**src/design/ifd_pkg.sv**
```systemverilog
// ----------------------------------------------------------------------------
// ifd_pkg: shared types and constants of the fall detector
// Register indexes, phase codes, test constants, controller command struct.
// ----------------------------------------------------------------------------
package ifd_pkg;
    localparam int CALIB_COUNT_DEF      = 100;
    localparam int FILTER_FRAC_BITS_DEF = 8;

    localparam logic [2:0] REG_FREEFALL = 3'd0;
    localparam logic [2:0] REG_IMPACT   = 3'd1;
    localparam logic [2:0] REG_ROTATE   = 3'd2;
    localparam logic [2:0] REG_FASTROT  = 3'd3;
    localparam logic [2:0] REG_SUSLIM   = 3'd4;
    localparam logic [2:0] REG_CONLIM   = 3'd5;
    localparam logic [2:0] REG_STILL    = 3'd6;
    localparam logic [2:0] REG_LIECOS   = 3'd7;

    localparam logic [2:0] PH_CAL = 3'd0;
    localparam logic [2:0] PH_MON = 3'd1;
    localparam logic [2:0] PH_SUS = 3'd2;
    localparam logic [2:0] PH_CON = 3'd3;
    localparam logic [2:0] PH_ALM = 3'd4;

    localparam logic [63:0] ONE_G = 64'd4096;

    // controller to datapath commands
    typedef struct packed {
        logic load;     // capture sample
        logic filt;     // filter update
        logic sq;       // squares of sample and filtered gravity
        logic dot;      // dot product and reference norm
        logic tilt;     // dot square, norm product, cosine square
        logic tmul;     // cosine square times norm product, two halves
        logic tcmp;     // cosine compare
        logic judge;    // phase update
    } ifd_cmd_t;
endpackage

```
**src/design/ifd_ctrl.sv**
```systemverilog
// ----------------------------------------------------------------------------
// ifd_ctrl: sequencer of one sample
// Steps the datapath through load, filter, squares, dot, tilt steps and judge.
// ----------------------------------------------------------------------------
module ifd_ctrl
    import ifd_pkg::*;
(
    input  logic     clk,
    input  logic     rst_n,
    input  logic     in_valid,
    output logic     in_stall,
    output logic     out_valid,
    input  logic     out_stall,
    output ifd_cmd_t cmd
);
    localparam logic [2:0] S_IDLE = 3'd0;
    localparam logic [2:0] S_FILT = 3'd1;
    localparam logic [2:0] S_SQ   = 3'd2;
    localparam logic [2:0] S_DOT  = 3'd3;
    localparam logic [2:0] S_TILT = 3'd4;
    localparam logic [2:0] S_TMUL = 3'd5;
    localparam logic [2:0] S_TCMP = 3'd6;
    localparam logic [2:0] S_JDG  = 3'd7;

    logic [2:0] state_reg, state_next;
    logic       ov_reg, ov_next;

    assign in_stall  = (state_reg != S_IDLE);
    assign out_valid = ov_reg;

    // result word waits in the output register while the next sample runs
    always_comb
    begin
        state_next = state_reg;
        ov_next    = ov_reg && out_stall;
        cmd        = '0;
        case (state_reg)
            S_IDLE:
            begin
                if (in_valid)
                begin
                    cmd.load   = 1'b1;
                    state_next = S_FILT;
                end
            end
            S_FILT:
            begin
                cmd.filt   = 1'b1;
                state_next = S_SQ;
            end
            S_SQ:
            begin
                cmd.sq     = 1'b1;
                state_next = S_DOT;
            end
            S_DOT:
            begin
                cmd.dot    = 1'b1;
                state_next = S_TILT;
            end
            S_TILT:
            begin
                cmd.tilt   = 1'b1;
                state_next = S_TMUL;
            end
            S_TMUL:
            begin
                cmd.tmul   = 1'b1;
                state_next = S_TCMP;
            end
            S_TCMP:
            begin
                cmd.tcmp   = 1'b1;
                state_next = S_JDG;
            end
            S_JDG:
            begin
                if (!(ov_reg && out_stall))
                begin
                    cmd.judge  = 1'b1;
                    ov_next    = 1'b1;
                    state_next = S_IDLE;
                end
            end
            default: state_next = S_IDLE;
        endcase
    end

    always_ff @(posedge clk or negedge rst_n)
    begin
        if (!rst_n)
        begin
            state_reg <= S_IDLE;
            ov_reg    <= 1'b0;
        end
        else
        begin
            state_reg <= state_next;
            ov_reg    <= ov_next;
        end
    end
endmodule

```
**config.mk**
```make
export PLATFORM = sky130hd
export DESIGN_NAME = ifd_ctrl
export DESIGN_NICKNAME = d
export VERILOG_FILES = /design/src/design/ifd_pkg.sv /design/src/design/ifd_ctrl.sv
export SDC_FILE = /design/constraint.sdc
export NUM_CORES = 1
export LEC_CHECK = 0
export BUFFER_PORTS_ARGS = -buffer_cell sky130_fd_sc_hd__buf_2
export CAP_MARGIN = 20
export CELL_PAD_IN_SITES_DETAIL_PLACEMENT = 0
export CELL_PAD_IN_SITES_GLOBAL_PLACEMENT = 2
export CORE_AREA = 3 3 40 42
export DETAILED_ROUTE_END_ITERATION = 7
export DIE_AREA = 0 0 43 45
export GPL_TIMING_DRIVEN = 0
export PLACE_DENSITY_LB_ADDON = 0.1
export SYNTH_ARGS = -nofsm -noshare
export SYNTH_HDL_FRONTEND = slang
export SYNTH_SLANG_ARGS = --single-unit
```
**constraint.sdc**
```tcl
create_clock -name clk -period 1.6 [get_ports clk]
set_clock_uncertainty 0.15 [all_clocks]
set_input_delay 0 -clock clk [delete_from_list [all_inputs] [get_ports clk]]
set_output_delay 0 -clock clk [all_outputs]
set_load 0.01 [all_outputs]
```
After elaboration in Yosys (flattened, before gate mapping)
Cells that the tools add are included.

Word-level logic and storage cells: 29. Memory bits (read-only): 0. RAM bits: 0. Latch bits: 0. Input port bits: 4. Bits in registers: 4. Memories kept: 0.

Reduce and logical (&&, ||, !) cells: 4. Muxes and demuxes: 14. Multiply operators: 0. $lt $le $gt $ge: 0. Bitwise logic cells: 0. Equal/unequal tests: 9. Add/subtract/negate cells: 0. Shift operators: 0. Div/mod/pow operators: 0.

Operator list (number): 3-bit case mux with 8 select lines (1); 3-bit equality test, second input constant (4); 1-bit two-way mux (11); 3-bit by 2-bit equality test with 1-bit output, second input constant (2); 3-bit two-way mux (2); 2-bit != test, second input constant (2); 3-bit by 1-bit equality test with 1-bit output, second input constant (1); 3-bit logical NOT (1); 3-bit nonzero test (1); 2-bit AND reduction (1); 1-bit logical AND (1).

Logic depth before layout (Yosys ltp)
Gate-level depths: netlist (run 1).

Depth in word-level cells: 3. Gate-level depth with buffers: 3. Mapped depth without buffers: 2.

Least setup slack after synthesis (run 1)
OpenSTA, ideal clock, no wires.

Path kind: reg2out. Start: register state_reg[1]. End: output cmd[7] (netlist bit). Stages on the path, launching flop included: 3. Path slack: 0.502 ns. Data arrival time: 0.948 ns. Required time: 1.450 ns. Cells stage by stage: dfrtp_1 -> or3_4 -> nor2_2.

RTL lines: start: declaration (RTL line ifd_ctrl.sv:25) `logic [2:0] state_reg, state_next;`; start signal: assignment (RTL line ifd_ctrl.sv:98) `state_reg <= state_next;`; end: declaration (RTL line ifd_ctrl.sv:14) `output ifd_cmd_t cmd`.

==> qor.txt, run 1 <==
CP arrival -> 1.29 ns
Max-Cap Viols -> 0
Clock sink count -> 4
Power per cell area -> 1900 nW/um^2
IO Count -> 14
Synth top area cells -> dfrtp_1, a21oi_1, nor3b_1
GRT Overall Usage -> 0.0836
Slowest cell on crit path -> dfrtp_1
Filler cell count -> 154
Post-synth EDFFs -> 0
#FFs+latches synth -> 4
Achievable Freq -> 694 MHz
Hold Path Origin -> out_valid
Final Non-Filler Cells -> 64
Drt total wl -> 670 um
Layout cells sized above 1 -> 0.449
RSZ-0062 raised after global routing -> false
FF-to-FF setup slack -> 0.50 ns
CTS buffer count -> 3
Ys async rst share -> 1.00
Clock transition at path regs -> 0.04 ns
Path depth of the worst reg2reg path -> 3
Drt pass-1 iters -> 2
WP buf/inv -> 1
Status -> completed
Longest Clk Path Bufs -> 2
Placed insts -> 57
VDD IR-drop max -> 0.824 mV
Hold path cells -> 2
Die X -> 43 um
Post-CTS Setup Repair Bufs -> 0
Iter 0 DRT Violations -> 5
Slew @ Worst Pin -> 0.242 ns
Worst-Skew Late Latency -> 0.24 ns
Most frequent cells after synthesis -> a21oi_1, dfrtp_1
Vias per cell -> 4.27
Top delay family on crit path -> simple AND/OR/NAND/NOR gates
CP Cell Sequence -> or3_4, nor2_2, buf_2
Area Overhead vs Synth -> 59.1%
Hold Crit Class -> reg -> reg
Largest register FFs -> 3
Max stage delay on crit path -> 0.45 ns
Hold EP -> out_valid
Ant diodes -> 0
Final antenna-violating net count -> 0
Final Wtd Congestion -> 0.648
Synth area leader -> dfrtp_1
CTS tree -> built
Main synth FF type -> dfrtp_1
Leakage power -> 0.209 nW
Initial antenna violation count -> 0
Distinct cells, synth -> 19
Worst r2r src -> state_reg[0]
Crit path max fanout -> 8
Largest net degree at the start of global routing -> 11
Final setup fails -> 0
Reg2reg end -> state_reg[2]
TNS Setup -> 0 ns
Core area -> 1280 sq um
Area share of the largest cell type after synthesis -> 0.404
Worst Setup End Kind -> output port
Vias after detailed routing -> 273
Root buf cell -> clkbuf_4
Worst rel slew slack -> 0.839
Kind of critical path -> reg -> out
Final Hold Slack -> 0.409 ns
Global-route wire length before repair -> 1080 um
Initial Utilization -> 0.193
Syn Area/Cell -> 8.54 sq um
Final Max Tran Viols -> 0
Mapped Area -> 248 sq um
Syn Inst Count -> 29
Syn Nets -> 33
Final Hold Viols -> 0
Grt ovf -> 0
Synth warnings -> 0
CP Launch Type -> register
H-tree depth -> 1
Avg WL per Cell -> 10.5 um
Buffers on Ports -> 13
Final period util -> 0.901
Die H -> 45 um
Nets -> 55
Drt drc -> 0
Number of global-route vias before repair -> 244
Die area -> 1940 sq um
DP Wirelength -> 491 um
Required time worst endpoint -> 1.45 ns
Seq/Total Area, Yosys -> 0.404
Tmin final -> 1.44 ns
FP Rows -> 13
through the flow:
step / util / total power [mW] / worst slack [ns] / cell area, sq um
after floorplan: - / 0.479 / 0.502 / 248
after global placement: 0.258 / 0.623 / 0.410 / 332
after detailed placement: 0.258 / 0.626 / 0.400 / 332
after CTS: 0.307 / 0.763 / 0.144 / 394
after global routing: 0.307 / 0.825 / 0.0836 / 394
final: 0.307 / 0.750 / 0.158 / 394
logic make-up after synthesis:
logic type	after synthesis	synth area share
AND/OR/NAND/NOR	15	0.374
flip-flops	4	0.404
AO/OA/AOI/OAI	6	0.141
buffers and inverters	4	0.0808
where the power goes:
group          total [mW]  switching, mW  internal [mW]
Sequential          0.209         0.0563          0.153
Clock               0.125         0.0411         0.0838
Combinational       0.416          0.220          0.196
Total               0.750          0.317          0.433
cells in the final DEF (no fill, tap or decap), types with 2 or more instances in the layout:
| cell type | Yosys | final |
|---|---|---|
| buf_2 | 1 | 14 |
| a21oi_1 | 4 | 4 |
| dlygate4sd3_1 | 0 | 4 |
| dfrtp_1 | 4 | 4 |
| clkbuf_4 | 0 | 3 |
| inv_1 | 2 | 2 |
| nor3b_1 | 2 | 2 |
| nand3_1 | 2 | 2 |
| nand2_1 | 2 | 2 |
how the worst max path moves through the flow:
stage	slack [ns]	endpoint	depth (start not counted)	startpoint
floorplan	0.50	cmd[7]	2	state_reg[1]
global placement	0.41	cmd[7]	3	state_reg[1]
detailed placement	0.40	cmd[7]	3	state_reg[1]
CTS	0.14	cmd[7]	3	state_reg[1]
global route	0.08	cmd[7]	3	state_reg[1]
finish	0.16	cmd[7]	3	state_reg[1]
metal layers:
layer,GRT usage,vias to the layer above,part of all wire
met5,0,-,0
met4,0.0361,0,0
met3,0.0717,0,0.12
met2,0.117,13,0.43
met1,0.0902,120,0.44
li1,-,140,-
tightest hold or removal path, cell delays in order, from the launching register on:
cell and delay, ns:
dfrtp_1 0.38, nand2_1 0.09, nand2_1 0.06
what timing repair did:
action,in CTS,in global routing
gates resized for setup,0,0
hold buffers,4,0
endpoints found under the hold margin,8,0
layout make-up:
type / instances / area, sq um / share of cell area
Multi-Input combinational cell: 21 / 128 / 0.324
Timing Repair Buffer: 17 / 105 / 0.267
Sequential cell: 4 / 100 / 0.254
Clock buffer: 3 / 22.5 / 0.0571
Tap cell: 15 / 18.8 / 0.0476
Buffer: 2 / 12.5 / 0.0317
Inverter: 2 / 7.51 / 0.0190
Power figures use the tool's default switching activity.
==> run 2: changes to the inputs <==
--- a/config.mk
+++ b/config.mk
@@ -14,6 +14,7 @@
 export DIE_AREA = 0 0 43 45
 export GPL_TIMING_DRIVEN = 0
 export PLACE_DENSITY_LB_ADDON = 0.1
+export REMOVE_ABC_BUFFERS = 1
 export SYNTH_ARGS = -nofsm -noshare
 export SYNTH_HDL_FRONTEND = slang
 export SYNTH_SLANG_ARGS = --single-unit
==> qor.txt, run 2 (synthesized netlist as in run 1, its figures left out) <==
Status -> completed
Flop pwr share -> 0.363
Die area -> 1940 sq um
IO Count -> 14
FF-to-FF setup slack -> 0.48 ns
Largest register FFs -> 3
Vias per cell -> 4.18
CTS buffer count -> 3
Commonest non-fill, non-tap cells in the layout -> buf_2, a21oi_1, dlygate4sd3_1, dfrtp_1, clkbuf_4
CP Cell Sequence -> or3_4, nor2_2, buf_2
Worst Setup End Kind -> output port
Area Overhead vs Synth -> 54.0%
Drt total wl -> 666 um
Initial Utilization -> 0.193
TNS Setup -> 0 ns
WP buf/inv -> 1
Kind of critical path -> reg -> out
Die H -> 45 um
Nets -> 53
Iter 0 DRT Violations -> 1
Max stage delay on crit path -> 0.48 ns
Core area -> 1280 sq um
CP Launch Type -> register
Initial antenna violation count -> 0
Drt pass-1 iters -> 3
GRT Overall Usage -> 0.0803
Root buf cell -> clkbuf_4
Final Power -> 0.717 mW
Slew @ Worst Pin -> 0.335 ns
Worst-Skew Late Latency -> 0.23 ns
Number of global-route vias before repair -> 273
Commonest non-fill, non-tap cell in the layout -> buf_2
Top delay family on crit path -> simple AND/OR/NAND/NOR gates
Power per cell area -> 1880 nW/um^2
Final Wtd Congestion -> 0.654
Clock transition at path regs -> 0.04 ns
Max-Cap Viols -> 0
Ant diodes -> 0
Buffers on Ports -> 13
Final setup fails -> 0
Die X -> 43 um
CP arrival -> 1.34 ns
Avg WL per Cell -> 10.7 um
Net Sw Frac -> 0.431
Final antenna-violating net count -> 0
Final period util -> 0.932
Leakage power -> 0.200 nW
Worst rel slew slack -> 0.777
CTS tree -> built
Largest net degree at the start of global routing -> 13
Vias after detailed routing -> 259
Clock network fraction of total power -> 0.170
Hold Crit Class -> reg -> reg
Required time worst endpoint -> 1.45 ns
Layout cells sized above 1 -> 0.426
Net Switching -> 0.309 mW
Post-CTS Setup Repair Bufs -> 0
Crit path max fanout -> 12
VDD IR-drop max -> 0.467 mV
Tmin final -> 1.49 ns
Achievable Freq -> 671 MHz
Comb power frac -> 0.468
Longest Clk Path Bufs -> 2
RSZ-0062 raised after global routing -> false
Global-route wire length before repair -> 1130 um
DP Wirelength -> 504 um
H-tree depth -> 1
Drt drc -> 0
FP Rows -> 13
Grt ovf -> 0
Cell Int Power -> 0.408 mW
Clock sink count -> 4
Slowest cell on crit path -> dfrtp_1
Final Max Tran Viols -> 0
Final Hold Viols -> 0
## run 2: tightest hold or removal path, cell delays in order (launching register included)
cell and delay (ns):
dfrtp_1 0.38, nand2_1 0.08, nand2_1 0.06
## run 2: per-stage QoR
step           cells  hold slack [ns]  utilization  cell area (sq um)  setup slack (ns)
2_1_floorplan     27           -0.446            -                235             0.443
6_report          62            0.402        0.297                382             0.109
3_5_place_dp      55           -0.343        0.248                319             0.341
3_3_place_gp      55           -0.347        0.248                319             0.355
4_1_cts           62            0.396        0.297                382            0.0772
5_1_grt           62            0.435        0.297                382            0.0307
## run 2: repair_timing
action / in CTS / in global routing
hold endpoints to repair: 8 / 0
hold buffers: 4 / 0
gates resized for setup: 0 / 0
## run 2: layer usage
metal | routed length (um) | vias up | GRT usage
li1 | - | 137 | -
met1 | 300 | 115 | 0.0905
met2 | 329 | 7 | 0.129
met3 | 36 | 0 | 0.0159
met4 | 0 | 0 | 0.0723
met5 | 0 | - | 0
## run 2: final timing paths
kind,start,end,depth (start not counted)
worst min-delay path,out_valid,out_valid,2
min in group asynchronous,rst_n,state_reg[0],3
worst min register to register,out_valid,out_valid,2
worst max register to register,state_reg[2],state_reg[0],2
worst max-delay path,state_reg[0],cmd[7],3
max in group asynchronous,rst_n,out_valid,3
## run 2: cell type report
type                    count  area [sq um]
well taps                  15          18.8
clock buffers               3          22.5
flip-flops and latches      4           100
repair buffers             17           105
fillers                   148           903
multi-input cells          21           128
inverters                   2          7.51
## run 2: power groups by stage
| stage | registers, mW | clock network [mW] | logic [mW] |
|---|---|---|---|
| 2_1_floorplan | 0.236 | 0 | 0.215 |
| 4_1_cts | 0.265 | 0.130 | 0.343 |
| 3_5_place_dp | 0.264 | 0 | 0.335 |
| 6_report | 0.260 | 0.122 | 0.336 |
| 5_1_grt | 0.282 | 0.133 | 0.381 |
| 3_3_place_gp | 0.261 | 0 | 0.334 |
