[src/design/ifd_pkg.sv]
// ----------------------------------------------------------------------------
// ifd_pkg: shared types and constants of the fall detector
// Register indexes, phase codes, test constants, controller command struct.
// ----------------------------------------------------------------------------
package ifd_pkg;
    localparam int CALIB_COUNT_DEF      = 100;
    localparam int FILTER_FRAC_BITS_DEF = 8;

    localparam logic [2:0] REG_FREEFALL = 3'd0;
    localparam logic [2:0] REG_IMPACT   = 3'd1;
    localparam logic [2:0] REG_ROTATE   = 3'd2;
    localparam logic [2:0] REG_FASTROT  = 3'd3;
    localparam logic [2:0] REG_SUSLIM   = 3'd4;
    localparam logic [2:0] REG_CONLIM   = 3'd5;
    localparam logic [2:0] REG_STILL    = 3'd6;
    localparam logic [2:0] REG_LIECOS   = 3'd7;

    localparam logic [2:0] PH_CAL = 3'd0;
    localparam logic [2:0] PH_MON = 3'd1;
    localparam logic [2:0] PH_SUS = 3'd2;
    localparam logic [2:0] PH_CON = 3'd3;
    localparam logic [2:0] PH_ALM = 3'd4;

    localparam logic [63:0] ONE_G = 64'd4096;

    // controller to datapath commands
    typedef struct packed {
        logic load;     // capture sample
        logic filt;     // filter update
        logic sq;       // squares of sample and filtered gravity
        logic dot;      // dot product and reference norm
        logic tilt;     // dot square, norm product, cosine square
        logic tmul;     // cosine square times norm product, two halves
        logic tcmp;     // cosine compare
        logic judge;    // phase update
    } ifd_cmd_t;
endpackage

[src/design/ifd_regs.sv]
// ----------------------------------------------------------------------------
// ifd_regs: configuration register file
// APB-style write and read of the eight threshold and limit registers.
// ----------------------------------------------------------------------------
module ifd_regs
    import ifd_pkg::*;
(
    input  logic        clk,
    input  logic        rst_n,
    input  logic        psel,
    input  logic        penable,
    input  logic        pwrite,
    input  logic [4:0]  paddr,
    input  logic [31:0] pwdata,
    output logic [31:0] prdata,
    output logic [14:0] freefall_level,
    output logic [14:0] impact_level,
    output logic [14:0] rotate_level,
    output logic [14:0] fast_rotate_level,
    output logic [15:0] suspect_limit,
    output logic [15:0] confirm_limit,
    output logic [15:0] still_needed,
    output logic [14:0] lie_cosine
);
    logic [2:0] idx;
    assign idx = paddr[4:2];

    always_ff @(posedge clk or negedge rst_n)
    begin
        if (!rst_n)
        begin
            freefall_level    <= 15'd1843;
            impact_level      <= 15'd7373;
            rotate_level      <= 15'd7680;
            fast_rotate_level <= 15'd11520;
            suspect_limit     <= 16'd50;
            confirm_limit     <= 16'd250;
            still_needed      <= 16'd50;
            lie_cosine        <= 15'd23170;
        end
        else if (psel && penable && pwrite && paddr[1:0] == 2'b00)
        begin
            case (idx)
                REG_FREEFALL: freefall_level    <= pwdata[14:0];
                REG_IMPACT:   impact_level      <= pwdata[14:0];
                REG_ROTATE:   rotate_level      <= pwdata[14:0];
                REG_FASTROT:  fast_rotate_level <= pwdata[14:0];
                REG_SUSLIM:   suspect_limit     <= pwdata[15:0];
                REG_CONLIM:   confirm_limit     <= pwdata[15:0];
                REG_STILL:    still_needed      <= pwdata[15:0];
                REG_LIECOS:   lie_cosine        <= pwdata[14:0];
                default: ;
            endcase
        end
    end

    // read mux
    always_comb
    begin
        case (idx)
            REG_FREEFALL: prdata = 32'(freefall_level);
            REG_IMPACT:   prdata = 32'(impact_level);
            REG_ROTATE:   prdata = 32'(rotate_level);
            REG_FASTROT:  prdata = 32'(fast_rotate_level);
            REG_SUSLIM:   prdata = 32'(suspect_limit);
            REG_CONLIM:   prdata = 32'(confirm_limit);
            REG_STILL:    prdata = 32'(still_needed);
            REG_LIECOS:   prdata = 32'(lie_cosine);
            default:      prdata = '0;
        endcase
    end
endmodule

[config.mk]
export PLATFORM = sky130hd
export DESIGN_NAME = ifd_regs
export DESIGN_NICKNAME = d
export VERILOG_FILES = /design/src/design/ifd_pkg.sv /design/src/design/ifd_regs.sv
export SDC_FILE = /design/constraint.sdc
export NUM_CORES = 1
export LEC_CHECK = 0
export ABC_AREA = 0
export BUFFER_PORTS_ARGS = -buffer_cell sky130_fd_sc_hd__buf_4
export CAP_MARGIN = 20
export CORE_UTILIZATION = 55
export CTS_CLUSTER_DIAMETER = 100
export DETAILED_ROUTE_END_ITERATION = 16
export PLACE_DENSITY = 0.95
export SETUP_SLACK_MARGIN = 0.15
export SLEW_MARGIN = 20
export SYNTH_ARGS = -nofsm -noshare
export SYNTH_HDL_FRONTEND = slang
export SYNTH_SLANG_ARGS = --single-unit
export TNS_END_PERCENT = 100
[constraint.sdc]
create_clock -name clk -period 5.1 [get_ports clk]
set_clock_uncertainty 0.2 [all_clocks]
set_input_delay 0.765 -clock clk [delete_from_list [all_inputs] [get_ports clk]]
set_output_delay 0.765 -clock clk [all_outputs]
set_load 0.05 [all_outputs]
[Yosys cells after proc, flatten, opt, wreduce, memory -nomap -nowiden]
Cells that the tools add are included.
Storage, ports and cells
  latch bits: 0
  bits in read-only memories: 0
  memories: 0
  output and inout port bits: 155
  flip-flop bits (word level): 123
  logic and storage cells: 29
  RAM bits: 0
  input port bits: 42
Cells by class
  mux-type cells: 1
  divide/modulo/power cells: 0
  magnitude comparators: 0
  reduce and logical (&&, ||, !) cells: 13
  shift-type cells: 0
  bitwise logic cells: 0
  multiply operators: 0
  $add $sub $neg: 0
  eq/ne operators: 7
Operators by type and width (count)
  32-bit one-hot mux with 8 select lines: 1
  2-bit AND reduction: 8
  3-bit == test (second input constant): 4
  3-bit by 2-bit == test with 1-bit output (second input constant): 2
  3-bit by 1-bit == test with 1-bit output (second input constant): 1
  1-bit logical AND: 3
  3-bit zero test: 1
  2-bit zero test: 1

[Logic depth before layout (Yosys ltp)]
Gate-level depths: netlist (run 1).
  depth in word-level cells: 4
  gate-level depth with buffers: 7
  mapped depth without buffers: 3

[Worst setup path after synthesis (run 1)]
Ideal clock, no wire load.
  kind: input-to-output
  from: in paddr[3]
  to: out prdata[15]
  arrival: 2.442 ns
  stages: 6
  path buffers: 3
  setup slack: 1.693 ns
  cells stage by stage: clkbuf_1 -> clkbuf_1 -> buf_2 -> mux2i_1 -> o21a_1 -> nor2_1
Between the ends
  longest elaborated chain between the ends: 2
RTL lines
  start, declared: line ifd_regs.sv:13  | input logic [4:0] paddr,
  3-bit == test, or another cell as far along: line ifd_regs.sv:60  | case (idx)
  32-bit one-hot mux with 8 select lines *: line ifd_regs.sv:60
  end, declared: line ifd_regs.sv:15  | output logic [31:0] prdata,
Every way passes the cells marked *; elsewhere a longest branch is shown, timed or not. The select of a mux whose other input is x is not followed.

[Worst setup path in the final report (run 1)]
  from: in paddr[3]
  to: out prdata[6]
The elaborated chain is that of the path after synthesis.

==> results of run 1 <==
per-layer routing:
metal / track usage [%] / vias up / wire, µm
li1: - / 1845 / -
met1: 37.7 / 2244 / 6580
met2: 46.5 / 200 / 7890
met3: 6.74 / 27 / 1020
met4: 13.6 / 0 / 319
met5: 0 / - / 0
area by class of cell:
type                    count  share of cell area (%)
multi-input cells         266                    33.9
clock buffers              23                    5.86
repair buffers            167                    16.1
flip-flops and latches    123                    40.1
inverters                   1                  0.0482
well taps                 136                    2.18
clock inverters             8                    1.83
flip-flops by register name (all words and copies together), names as in the netlist:
signal	count
impact_level	15
still_needed	16
lie_cosine	15
confirm_limit	16
suspect_limit	16
freefall_level	15
rotate_level	15
fast_rotate_level	15
cell families (layout without fill, tap and decap cells):
group           Yosys count  count (layout)  share of synthesized area [%]
buf+inv                  48             199                           5.12
other cells               1              16                         0.0624
compound gates           47              47                           5.89
mux                     168             168                           32.4
simple gates             35              35                           4.49
flops                   123             123                           52.0
metrics by stage:
step	hold slack [ns]	std cells	utilization (%)	cell area [µm²]
2_1_floorplan	0.269	437	-	6070
3_3_place_gp	0.305	693	68.8	7200
3_5_place_dp	0.321	693	68.8	7200
4_1_cts	0.184	724	74.5	7790
5_1_grt	0.218	724	74.5	7790
6_report	0.160	724	74.5	7790
cell usage after synthesis (2+ instances only):
library cell  instances  share of area, %
clkbuf_1             13              0.81
mux2_4               30               7.5
buf_4                17               2.1
buf_2                 9              0.75
mux2_1                3              0.56
a211oi_1             15               1.9
o22ai_1              14               1.5
mux2i_1              45               7.5
nor2_1                4              0.25
nand3b_1              2              0.25
nor3b_1              15               1.9
o22a_1               14               2.0
or4_1                 2              0.25
dfstp_2              41                18
buf_6                 7               1.3
dfrtp_1              82                34
mux2_2               90                17
how the worst max path moves through the flow:
stage                        start                   endpoint  cells after the start
after floorplan           paddr[3]                 prdata[15]                      6
after global placement    paddr[3]                  prdata[6]                      6
after detailed placement  paddr[3]  lie_cosine[5]$_DFFE_PN0P_                      4
after CTS                 paddr[3]                 prdata[14]                      6
after global routing      paddr[3]                 prdata[14]                      6
final                     paddr[3]                  prdata[6]                      6
where the power goes:
group | internal (mW) | switching (mW)
combinational | 0.236 | 0.500
clock | 0.814 | 0.408
sequential | 1.08 | 0.0728
total | 2.13 | 0.981
==> key figures, run 1 <==
Timing
  – TNS Setup: 0 ns
  – Slew Limit Fails: 0
  – Minimum clock period: 3.60 ns
  – Worst slew pin tran: 1.15 ns
  – Fmax: 278 MHz
  – Worst Slack Setup Final: 1.50 ns
  – Final setup viols: 0
  – Period utilisation layout: 70.5%
  – Unrepaired setup endpoints after global routing: false
  – Final Hold Fails: 0
  – Normalized max-slew margin: 23.2%

Clock tree
  – Clock sink total: 123
  – CTS max path bufs: 2
  – CTS resizes: 0
  – CTS tree: built
  – TritonCTS Buffers: 17
  – Hold_buf cts: 0
  – Clk root buf: clkbuf_8
  – Worst skew pair latency: 0.52 ns
  – CTS HTree Levels: 4
  – Clock slew at reported path FFs: 0.05 ns
  – Post-CTS setup repair buffer count: 0

Placement
  – Port Buffers: 164
  – Pre-CTS setup slack: 1.46 ns
  – Routability cong.: 0.809
  – Estimated wirelength of the detail-placed design: 10,100 µm

Global routing
  – Largest net degree at the start of global routing: 74
  – Number of global-route vias before repair: 4,483
  – GRT overflow: 0
  – Initial antenna violation count: 0
  – First-pass GRT wire length: 24,700 µm
  – Gr usage total: 29.2%

Worst setup path
  – RR Startpoint: rotate_level[3]$_DFFE_PN0P_
  – Ordered list of cells on the worst path: buf_4, buf_4, mux2i_1, a211oi_1, o32a_1, buf_4
  – Worst EP required: 4.14 ns
  – Worst-path fanout max: 36
  – Slowest cell on the critical path: buf_4
  – Crit start category: input port
  – Reg2reg end: rotate_level[3]$_DFFE_PN0P_
  – CP Buf/Inv Count: 3
  – Kind of cell adding the most delay to the critical path: buffers and inverters
  – CP peak stage delay: 0.52 ns
  – Worst r2r path cells: 1
  – Crit path DAT: 2.63 ns
  – Most used cell, CP: buf_4
  – R2R Setup Slk: 4.06 ns
  – CP endpoint kind: output pin
  – Crit path kind: input port to output pin

Drt
  – DR WL/cell: 21.8 µm
  – DRT Pass-1 Iters: 4
  – Via density: 5.96
  – Final ANT Viol Nets: 0
  – Detailed Route Iter0 Violations: 196
  – Number of remaining DRC errors: 0
  – Routed WL: 15,800 µm
  – Vias: 4,316

Floorplanning
  – Core footprint: 10,500 µm²
  – Starting density of the core: 57.5%
  – Chip width: 107 µm
  – I/O pin count: 197
  – FP Rows: 37
  – Die ar.: 11,400 µm²
  – Die Y: 107 µm

Synthesis
  – Netlist cell types: 36
  – Post-Syn Area: 6010 µm²
  – Synth Flop Type: dfrtp_1
  – Cells after synthesis: 422
  – Syn Area/Cell: 14.2 µm²
  – Post-synth EDFFs: 0
  – Yosys warnings: 0
  – FFs w/ async S/R, synth: 100%
  – Register area share after synthesis: 52.0%
  – Synthesis-stage register bit count: 123

Flow run
  – MaxCap Viol Count: 0

Power and ir drop
  – Total chip power: 3.11 mW
  – Worst vdd ir: 0.237 mV
  – Leakage Power: 3.97 nW
  – Power Density: 399 nW/µm²

Finish
  – Proportion of layout cells with a drive suffix above 1: 61.2%
  – Antenna cell count: 0
  – Final net count: 618
  – Area of the multi-input gates: 2640 µm²
  – Most frequent cells in the layout: 167 x buf_4, 90 x mux2_2, 82 x dfrtp_1
  – Fillers: 667
  – Most common cell after layout, fill and taps aside: buf_4
  – Reg area: 3130 µm²
  – Area grow syn2layout: 29.6%

Min path
  – HP Class: input port to async pin

Outcome
  – Status: completed
Power figures use the tool's default switching activity.
==> run 2, diff against run 1 <==
--- a/config.mk
+++ b/config.mk
@@ -8,10 +8,10 @@
 export ABC_AREA = 0
 export BUFFER_PORTS_ARGS = -buffer_cell sky130_fd_sc_hd__buf_4
 export CAP_MARGIN = 20
-export CORE_UTILIZATION = 55
+export CORE_UTILIZATION = 51
 export CTS_CLUSTER_DIAMETER = 100
 export DETAILED_ROUTE_END_ITERATION = 16
-export PLACE_DENSITY = 0.95
+export PLACE_DENSITY = 0.91
 export SETUP_SLACK_MARGIN = 0.15
 export SLEW_MARGIN = 20
 export SYNTH_ARGS = -nofsm -noshare
==> constraint.sdc (replaced) <==
create_clock -name clk -period 3.4 [get_ports clk]
set_clock_uncertainty 0.2 [all_clocks]
set_input_delay 0.51 -clock clk [delete_from_list [all_inputs] [get_ports clk]]
set_output_delay 0.51 -clock clk [all_outputs]
set_load 0.05 [all_outputs]
==> run 2 against run 1 <==
  * Setup slack lost 1.0 ns
  * Final cell count grew 2.5%
  * Sequential cell count is the same
  * First-iteration DRC count is the same
  * Via count shrank 0.88%
  * Sequential share of layout area shrank 0.75 points
  * Critical path depth shrank 2
  * Combinational power grew 51%
  * Die area grew 7.7%
  * Largest cell class unchanged
==> key figures, run 2 (synthesis gave the netlist of run 1 again) <==
Worst setup path
  – Crit start category: input port
  – Worst EP required: 2.69 ns
  – Crit path kind: input port to output pin
  – RR Startpoint: confirm_limit[14]$_DFFE_PN0P_
  – Crit path DAT: 2.20 ns
  – CP endpoint kind: output pin
  – Worst r2r path cells: 1
  – Worst-path fanout max: 35
  – R2R Setup Slk: 2.35 ns
  – Reg2reg end: confirm_limit[14]$_DFFE_PN0P_

Drt
  – Vias: 4,278
  – Via density: 5.77
  – Final ANT Viol Nets: 0
  – Number of remaining DRC errors: 0
  – Detailed Route Iter0 Violations: 196
  – DR WL/cell: 21.6 µm
  – Routed WL: 16,100 µm
  – DRT Pass-1 Iters: 4

Min path
  – HP Class: input port to register
  – WHS Endpoint: confirm_limit[15]$_DFFE_PN0P_
  – Hold Crit Depth: 2
  – Hold path startpoint: pwdata[15]

Timing
  – Minimum clock period: 2.91 ns
  – Normalized max-slew margin: 37.4%
  – Final Hold Fails: 0
  – TNS Setup: 0 ns
  – Period utilisation layout: 85.5%
  – Fmax: 344 MHz
  – Unrepaired setup endpoints after global routing: false
  – Worst slew pin tran: 0.938 ns
  – WHS: 0.162 ns
  – Slew Limit Fails: 0
  – Final setup viols: 0

Clock tree
  – Clock sink total: 123
  – CTS HTree Levels: 4
  – Hold_buf cts: 1
  – CTS max path bufs: 2
  – Post-CTS setup repair buffer count: 0
  – CTS tree: built
  – CTS resizes: 0
  – TritonCTS Buffers: 17
  – Clock slew at reported path FFs: 0.05 ns
  – Worst skew pair latency: 0.41 ns
  – Clk root buf: clkbuf_16

Placement
  – Placed Area: 7300 µm²
  – Port Buffers: 164
  – Estimated wirelength of the detail-placed design: 10,600 µm
  – Inst Count DP: 709
  – Routability cong.: 0.814

Floorplanning
  – Chip width: 111 µm
  – I/O pin count: 197
  – Core footprint: 11,500 µm²
  – Die ar.: 12,200 µm²
  – Die Y: 111 µm
  – FP Rows: 39
  – Starting density of the core: 52.4%

Global routing
  – Number of global-route vias before repair: 4,540
  – First-pass GRT wire length: 25,100 µm
  – GRT overflow: 0
  – Largest net degree at the start of global routing: 72
  – Initial antenna violation count: 0
  – Gr usage total: 26.8%

Finish
  – Antenna cell count: 0
  – Area grow syn2layout: 32.1%
  – Most common cell after layout, fill and taps aside: buf_4
  – Fillers: 814
  – Leading registers by flop count: confirm_limit (16), still_needed (16), suspect_limit (16)
  – Proportion of layout cells with a drive suffix above 1: 62.3%
  – Final net count: 628
  – Post-Layout Inst Area: 7940 µm²
  – Most frequent cells in the layout: 174 x buf_4, 90 x mux2_2, 82 x dfrtp_1
  – Fin cells: 742

Outcome
  – Status: completed

Power and ir drop
  – Power Density: 598 nW/µm²
  – Leakage Power: 4.04 nW
  – Worst vdd ir: 0.405 mV

Flow run
  – MaxCap Viol Count: 0
run 2: cell types whose count changed in the layout (fill, tap and decap cells not counted), sizes merged:
cell / change
clkinvlp: +2
clkinv: +1
buf: +9
dlygate4sd3: +1
clkbuf: -2
run 2: metrics by stage:
step	setup WS, ns	total power, mW	util [%]
global placement	0.542	2.82	63.6
CTS	0.495	4.77	69.3
finish	0.493	4.75	69.3
global route	0.441	4.89	69.3
detailed placement	0.514	2.85	63.6
floorplan	0.503	2.51	-
run 2: layer usage:
layer / track usage, % / vias to the layer above / share of wire [%]
met5: 0 / - / 0
met4: 13.3 / 0 / 3.1
met3: 6.53 / 43 / 6.4
met2: 45.6 / 181 / 51
met1: 31.6 / 2187 / 39
li1: - / 1867 / -
run 2: layout make-up:
cell class	count	area, µm²	share of cell area, %
clock buffer	21	470	5.92
tap	143	179	2.25
clock inverter	11	166	2.09
timing repair buffer	177	1360	17.1
sequential	123	3130	39.4
multi-input combinational	266	2640	33.2
inverter	1	3.75	0.0473
run 2: worst max-delay path by stage:
stage | start | end | slack (ns) | cells past startpoint
after CTS | paddr[4] | prdata[6] | 0.50 | 4
after global placement | paddr[4] | prdata[6] | 0.54 | 4
after detailed placement | paddr[4] | prdata[6] | 0.51 | 4
after floorplan | paddr[3] | prdata[15] | 0.50 | 6
after global routing | paddr[4] | prdata[6] | 0.44 | 4
final | paddr[4] | prdata[6] | 0.49 | 4
run 2: power by group:
part / switching [mW] / internal [mW] / total, mW
sequential: 0.106 / 1.62 / 1.72
combinational: 0.750 / 0.359 / 1.11
clock: 0.637 / 1.28 / 1.92
total: 1.49 / 3.26 / 4.75
run 2: worst max-delay path, cell delays in order:
cell,delay [ns]
buf_4,0.34
or3_1,0.81
o32a_1,0.32
buf_4,0.20
